--- src/rtl/assert_macros.svh ---
// Assertion helpers for the plasma pixel block.
// Both macros sample on the rising edge of the signal named clock.
`ifndef ASSERT_MACROS_SVH
`define ASSERT_MACROS_SVH
`ifndef SYNTHESIS
// Check that is ignored while reset is high.
`define PPC_ASSERT(lbl, prop) \
   lbl: assert property (@(posedge clock) disable iff (reset) (prop)) \
      else $error("ppc check failed");
// Check that also runs during reset.
`define PPC_ASSERT_RST(lbl, prop) \
   lbl: assert property (@(posedge clock) (prop)) \
      else $error("ppc reset check failed");
`else
`define PPC_ASSERT(lbl, prop)
`define PPC_ASSERT_RST(lbl, prop)
`endif
`endif

--- src/rtl/ppc_pkg.sv ---
`default_nettype none
package ppc_pkg;

   // Field widths
   localparam int X_W     = 6;
   localparam int Y_W     = 5;
   localparam int T_W     = 20;
   localparam int COLOR_W = 3;

   // Palette size
   localparam int COLORS = 8;

   // Angle (signed Q.12), phase (Q0.16 turns), sine (Q1.14)
   localparam int ANG_W = 25;
   localparam int PH_W  = 16;
   localparam int SIN_W = 16;

   localparam int ONE_Q14 = 16384;
   localparam logic [29:0] INV_TWO_PI = 30'd683565276;
   localparam logic [PH_W-1:0] PH_QUARTER = 16'h4000;

   localparam logic signed [17:0] COEF_A1 = 18'sd25736;
   localparam logic signed [15:0] COEF_A3 = -16'sd10512;
   localparam logic [10:0]        COEF_A5 = 11'd1160;

   // Reciprocal multipliers for t/3 and t/5, both shifted right by DIV_SHIFT
   localparam logic [20:0] DIV3_MUL  = 21'd1398102;
   localparam logic [19:0] DIV5_MUL  = 20'd838861;
   localparam int          DIV_SHIFT = 22;

   // Radicand and root
   localparam int RAD_W = 48;
   localparam int ROOT_W = RAD_W / 2;
   localparam logic [RAD_W-1:0] RAD_BIAS = RAD_W'(1) << 28;

   // Index: floor(n / (3 * 2^15)) as (n * IDX_MUL) >> IDX_SHIFT
   localparam int SUM_BIAS = 3 * ONE_Q14;
   localparam int N_W = 25;
   localparam logic [N_W-1:0] IDX_MUL = 25'd22369622;
   localparam int IDX_SHIFT = 41;
   localparam int IDX_W = 9;

   typedef struct packed {
      logic [1:0]  quad;
      logic [14:0] z;
      logic [14:0] z2;
   } sin_a_type;

   typedef struct packed {
      logic [1:0]         quad;
      logic [14:0]        z;
      logic [14:0]        z2;
      logic signed [15:0] inner;
   } sin_b_type;

   typedef struct packed {
      logic [1:0]  quad;
      logic [14:0] z;
      logic [14:0] poly;
   } sin_c_type;

   // Angle to phase: bits 43..28 of angle * (2^32 / 2pi)
   function automatic logic [PH_W-1:0] phase_of(input logic signed [ANG_W-1:0] ang);
      logic signed [ANG_W+30:0] prod;
      prod = ang * $signed({1'b0, INV_TWO_PI});
      return prod[43:28];
   endfunction

   // Sine step 1: quadrant fold and z^2
   function automatic sin_a_type sin_step_a(input logic [PH_W-1:0] ph);
      sin_a_type r;
      logic [29:0] sq;
      r.quad = ph[15:14];
      r.z = ph[14] ? (15'(ONE_Q14) - {1'b0, ph[13:0]}) : {1'b0, ph[13:0]};
      sq = r.z * r.z;
      r.z2 = sq[28:14];
      return r;
   endfunction

   // Sine step 2: inner = A3 + A5*z^2
   function automatic sin_b_type sin_step_b(input sin_a_type a);
      sin_b_type r;
      logic [25:0] pr;
      pr = a.z2 * COEF_A5;
      r.quad = a.quad;
      r.z = a.z;
      r.z2 = a.z2;
      r.inner = COEF_A3 + $signed({4'b0, pr[25:14]});
      return r;
   endfunction

   // Sine step 3: poly = A1 + floor(inner*z^2)
   function automatic sin_c_type sin_step_c(input sin_b_type b);
      sin_c_type r;
      logic signed [31:0] pr;
      logic signed [17:0] pf;
      pr = b.inner * $signed({1'b0, b.z2});
      pf = COEF_A1 + $signed(pr[31:14]);
      r.quad = b.quad;
      r.z = b.z;
      r.poly = pf[14:0];
      return r;
   endfunction

   // Sine step 4: poly*z, limit, sign
   function automatic logic signed [SIN_W-1:0] sin_step_d(input sin_c_type c);
      logic [29:0] pr;
      logic [15:0] mag;
      logic signed [SIN_W-1:0] s;
      pr = c.poly * c.z;
      mag = pr[29:14];
      if (mag > 16'(ONE_Q14)) begin
         mag = 16'(ONE_Q14);
      end
      s = $signed(mag);
      if (c.quad[1]) begin
         s = -s;
      end
      return s;
   endfunction

endpackage
`default_nettype wire

--- src/rtl/ppc_isqrt.sv ---
`default_nettype none
module ppc_isqrt (
   input  logic                         clock,
   input  logic                         reset,
   input  logic                         enable,
   input  logic                         in_valid,
   input  logic [ppc_pkg::RAD_W-1:0]    in_radicand,
   output logic                         out_valid,
   output logic [ppc_pkg::ROOT_W-1:0]   out_root
);
   import ppc_pkg::*;

   logic                vld_ff  [ROOT_W];
   logic [RAD_W-1:0]    rad_ff  [ROOT_W];
   logic [ROOT_W:0]     rem_ff  [ROOT_W];
   logic [ROOT_W-1:0]   root_ff [ROOT_W];

   logic [RAD_W-1:0]    rad_in  [ROOT_W];
   logic [ROOT_W:0]     rem_in  [ROOT_W];
   logic [ROOT_W-1:0]   root_in [ROOT_W];

   logic [RAD_W-1:0]    src_rad  [ROOT_W];
   logic [ROOT_W:0]     src_rem  [ROOT_W];
   logic [ROOT_W-1:0]   src_root [ROOT_W];
   logic [ROOT_W+2:0]   rem_sh   [ROOT_W];
   logic [ROOT_W+2:0]   trial    [ROOT_W];
   logic [ROOT_W+2:0]   diff     [ROOT_W];

   // One root bit per stage: shift in two radicand bits, try q*4+1
   always_comb begin
      src_rad[0]  = in_radicand;
      src_rem[0]  = '0;
      src_root[0] = '0;
      for (int k = 1; k < ROOT_W; k++) begin
         src_rad[k]  = rad_ff[k-1];
         src_rem[k]  = rem_ff[k-1];
         src_root[k] = root_ff[k-1];
      end
      for (int k = 0; k < ROOT_W; k++) begin
         rem_sh[k] = {src_rem[k], src_rad[k][RAD_W-1 -: 2]};
         trial[k]  = {1'b0, src_root[k], 2'b01};
         diff[k]   = rem_sh[k] - trial[k];
         rad_in[k] = src_rad[k] << 2;
         if (rem_sh[k] >= trial[k]) begin
            rem_in[k]  = diff[k][ROOT_W:0];
            root_in[k] = {src_root[k][ROOT_W-2:0], 1'b1};
         end else begin
            rem_in[k]  = rem_sh[k][ROOT_W:0];
            root_in[k] = {src_root[k][ROOT_W-2:0], 1'b0};
         end
      end
   end

   // Stage valids
   always_ff @(posedge clock) begin
      if (reset) begin
         for (int k = 0; k < ROOT_W; k++) begin
            vld_ff[k] <= 1'b0;
         end
      end else if (enable) begin
         vld_ff[0] <= in_valid;
         for (int k = 1; k < ROOT_W; k++) begin
            vld_ff[k] <= vld_ff[k-1];
         end
      end
   end

   // Stage payload
   always_ff @(posedge clock) begin
      if (enable) begin
         for (int k = 0; k < ROOT_W; k++) begin
            rad_ff[k]  <= rad_in[k];
            rem_ff[k]  <= rem_in[k];
            root_ff[k] <= root_in[k];
         end
      end
   end

   assign out_valid = vld_ff[ROOT_W-1];
   assign out_root  = root_ff[ROOT_W-1];

endmodule
`default_nettype wire

--- config.mk ---
export PLATFORM = sky130hd
export DESIGN_NAME = ppc_isqrt
export DESIGN_NICKNAME = d
export VERILOG_FILES = /design/src/rtl/assert_macros.svh /design/src/rtl/ppc_pkg.sv /design/src/rtl/ppc_isqrt.sv
export SDC_FILE = /design/constraint.sdc
export NUM_CORES = 2
export LEC_CHECK = 0
export BUFFER_PORTS_ARGS = -buffer_cell sky130_fd_sc_hd__buf_2
export CORE_UTILIZATION = 56
export CTS_CLUSTER_SIZE = 12
export DETAILED_ROUTE_END_ITERATION = 8
export PLACE_DENSITY = 0.73
export SYNTH_ARGS = -nofsm -noshare
export SYNTH_HDL_FRONTEND = slang
export SYNTH_SLANG_ARGS = --single-unit
--- constraint.sdc ---
create_clock -name clock -period 3.75 [get_ports clock]
set_input_delay 0.375 -clock clock [delete_from_list [all_inputs] [get_ports clock]]
set_output_delay 0.375 -clock clock [all_outputs]
set_load 0.005 [all_outputs]
==> reports/metrics.yaml <==
run_status:
  status: "finished, violations left"
  violations: "DRC"
worst_setup_path:
  cp_slowest_cell: "nor3b_4"
  crit_type: "reg2reg"
  crit_top_cell: "o21ai_1"
  critPathBufInv: 2
  path_cells: "inv_1 -> ha_1 -> o211a_1 -> o21ai_1 -> a311oi_1 -> a311o_1 -> o311ai_2 -> a21boi_1 -> o21ai_1 -> nor3b_4 -> buf_4 -> o21ai_0"
  path_max_fanout: 19
  r2r_slack_ns: 0.26
  end_kind: "flip-flop"
  crit_end: "rem_ff[2][27]"
  cp_slowest_stage_delay_ns: 0.48
  rr_startpoint: "root_ff[2][0]"
  crit_cells: 12
  rr_worst_depth: 12
  cp_data_arrival_time_ns: 3.99
  rr_endpoint: "rem_ff[2][27]"
  crit_family: "compound AO/OA/AOI/OAI gates"
  cp-startpoint: "root_ff[2][0]"
  crit_required_ns: 4.25
  critPathLaunchType: "flip-flop"
grt:
  antenna_found_initial: 2
  grt_max_degree: 115
  grt_overflow: 0
  grt_pass1_vias: 36200
  grt_pass1_wl_um: 182000
  grtUsageTotal_pct: 19.3
cells_and_area:
  fin_nets: 5494
  final_core_util_pct: 63.2
  nFillCells: 8381
  areaGrowthSynthToFinish_pct: 11.6
  antennaDiodeCount: 0
  drive_above_1_share_pct: 8.44
yosys:
  synthCells: 4866
  ys.flop_type: "edfxtp_1"
  ys_types: 92
  synthesis.nets: 5243
  avgSynthCellArea_um2: 13.3
  yosysWarnings: 0
  synthArstFlopShare_pct: 0
  synth_seq_cells: 1419
  synth-edff-count: 1419
  seq_area_frac_synth_pct: 65.7
  netlist_area_mm2: 0.0649
floorplanning:
  row_count: 124
  design.die.area_mm2: 0.117
  die_h_um: 342
  ioPinCount: 77
  die_w_um: 342
  core_region_area_mm2: 0.115
  initial_core_util_pct: 56.6
power_and_ir_drop:
  power_switching_mw: 10.9
  internal_power_mw: 30.9
  p_sw_share_pct: 26.0
  peakVddDrop_mv: 0.533
  clkPwrFrac_pct: 32.6
  power_frac_comb_pct: 17.1
  cellLeakagePower_nw: 28.0
  seq_power_share_pct: 50.2
  powerDensity_mw_per_mm2: 577
  power.total_mw: 41.8
placed_design:
  io_buffers: 76
  pre_cts_ws_ns: 0.152
  dp_hpwl_um: 78600
  gp_congestion: 0.922
sta:
  maxSlewHeadroom_pct: 40.8
  fin_tns_setup_ns: 0
  timing.fmax_ghz: 0.286
  hold_ws_ns: 0.159
  tightest_slew_ns: 0.886
  slew_violations: 0
  final-setup-viol-count: 0
  min_period_over_period_pct: 93.2
  fin_worst_skew_ns: 0.0286
  hold_viol_final: 0
  fin_ws_ns: 0.256
  rsz0062_at_grt: "no"
  finalCriticalPeriod_ns: 3.49
routing:
  vias_per_cell: 5.54
  drcViolationCount: 2
  firstDrtPassIters: 9
  antenna_left: 0
  drt-total-wl_um: 113000
  drt_iter0_drc: 2670
  vias: 37300
  routedWlPerCell_um: 16.9
clock_network:
  cts_buffers: 151
  cts_tree: "built"
  clockBufferDepth: 3
  post-cts-setup-buffers: 0
  insertion_delay_ns: 0.76
  clkTransAtPathRegs_ns: 0.06
  cts-root-buf: "clkbuf_16"
  h-tree-depth: 4
  cts.sinks: 1419
job:
  drv_cap: 0
min_path:
  hold_class: "in2reg"
==> worst register-to-register path, stage by stage (launching register included) <==
cell and delay, ns:
edfxtp_1 0.35, inv_1 0.05, ha_1 0.35, o211a_1 0.22
o21ai_1 0.10, a311oi_1 0.19, a311o_1 0.46, o311ai_2 0.30
a21boi_1 0.13, o21ai_1 0.18, nor3b_4 0.48, buf_4 0.31
o21ai_0 0.12
==> cell families (layout without fill, tap and decap cells) <==
| logic type | count (synthesis) | after routing | share of synthesized area (%) |
|---|---|---|---|
| AOI/OAI and AO/OA | 916 | 916 | 8.73 |
| xor gates and xnor gates | 431 | 431 | 5.82 |
| adders and majority gates | 325 | 325 | 6.27 |
| buffers and inverters | 508 | 853 | 3.13 |
| DFF | 1419 | 1419 | 65.7 |
| muxes | 51 | 51 | 0.897 |
| other | 1 | 1 | 0.00578 |
| and+or+nand+nor | 1215 | 1215 | 9.48 |
==> flip-flops by register name, summed over array words and instances (netlist names) <==
name / flops
rad_ff: 552
root_ff: 300
rem_ff: 543
vld_ff: 24
==> worst min-delay path by stage <==
stage / cells after the start / endpoint / slack [ns] / from
2_1_floorplan: 0 / rad_ff[0][100] / 0.40 / rad_ff[0][52]
3_3_place_gp: 0 / rad_ff[0][288] / 0.40 / rad_ff[0][240]
3_5_place_dp: 0 / rad_ff[0][100] / 0.40 / rad_ff[0][52]
4_1_cts: 1 / rad_ff[0][13] / 0.16 / enable
5_1_grt: 1 / rad_ff[0][12] / 0.17 / enable
6_report: 1 / rad_ff[0][12] / 0.16 / enable
==> power by group through the flow <==
stage | registers [mW] | logic, mW | clock network, mW
finish | 21.0 | 7.16 | 13.6
global placement | 21.2 | 6.86 | 0
global route | 21.1 | 7.97 | 14.5
floorplan | 20.8 | 5.34 | 0
CTS | 21.0 | 7.12 | 14.0
detailed placement | 21.3 | 7.01 | 0
==> metrics by stage <==
step | cell area, µm² | std cells
floorplan | 64900 | 4866
detailed placement | 67400 | 6425
finish | 72400 | 6723
CTS | 72400 | 6723
global route | 72400 | 6723
global placement | 67400 | 6425
==> repair_timing <==
item / in CTS / in global routing
endpoints found under the hold margin: 56 / 0
resized for setup: 0 / 5
setup endpoints to repair: 0 / 10
hold buffers: 51 / 0
==> layout by cell type, fill, tap and decap left out, types with 25 or more instances in the layout <==
cell,instances
nand4_1,43
nor4_1,65
o21a_1,66
and2_1,25
ha_1,325
or3_1,51
clkbuf_16,155
nand2b_1,78
nor2_1,307
nand2_1,273
dlygate4sd3_1,51
nand3_1,69
o21bai_1,26
or2_2,27
xnor2_1,235
nor3_1,104
xor2_1,196
mux2_2,36
or4_1,38
clkbuf_1,35
edfxtp_1,1419
buf_2,75
a21oi_1,303
o21ai_0,218
inv_1,416
o31ai_1,25
a21o_1,115
nor2b_1,51
buf_4,45
==> per-layer routing <==
| metal | track usage [%] | wire, µm | up-vias |
|---|---|---|---|
| met1 | 26.1 | 51000 | 17800 |
| met3 | 3.36 | 5630 | 225 |
| met5 | 0 | 0 | - |
| li1 | - | - | 18400 |
| met2 | 31.5 | 53400 | 868 |
| met4 | 7.11 | 3410 | 0 |
==> cell usage after synthesis, drive strengths merged, types with 20 or more instances <==
master	instances	area, µm²
edfxtp	1419	42600
inv	417	1570
ha	325	4070
nor2	307	1150
a21oi	305	1530
nand2	274	1030
o21ai	235	1180
xnor2	235	2060
xor2	196	1720
a21o	115	863
nor3	109	571
nand2b	79	502
nand3	69	345
o21a	67	504
nor4	66	413
nor2b	52	325
or3	51	319
clkbuf	46	173
buf	45	294
nand4	44	282
mux2	42	492
or4	38	285
o31ai	29	233
or2	29	181
o21bai	26	195
and2	25	156
a31oi	24	156
nand3b	24	196
and3	20	125
==> cell type report <==
type / count / area [µm²] / area share [%]
multi-input cells: 2939 / 20300 / 28.0
well taps: 1512 / 1890 / 2.61
clock buffers: 190 / 4010 / 5.54
repair buffers: 189 / 1580 / 2.19
inverters: 417 / 1570 / 2.16
clock inverters: 57 / 475 / 0.656
flip-flops and latches: 1419 / 42600 / 58.8
(Power assumes the default switching activity.)
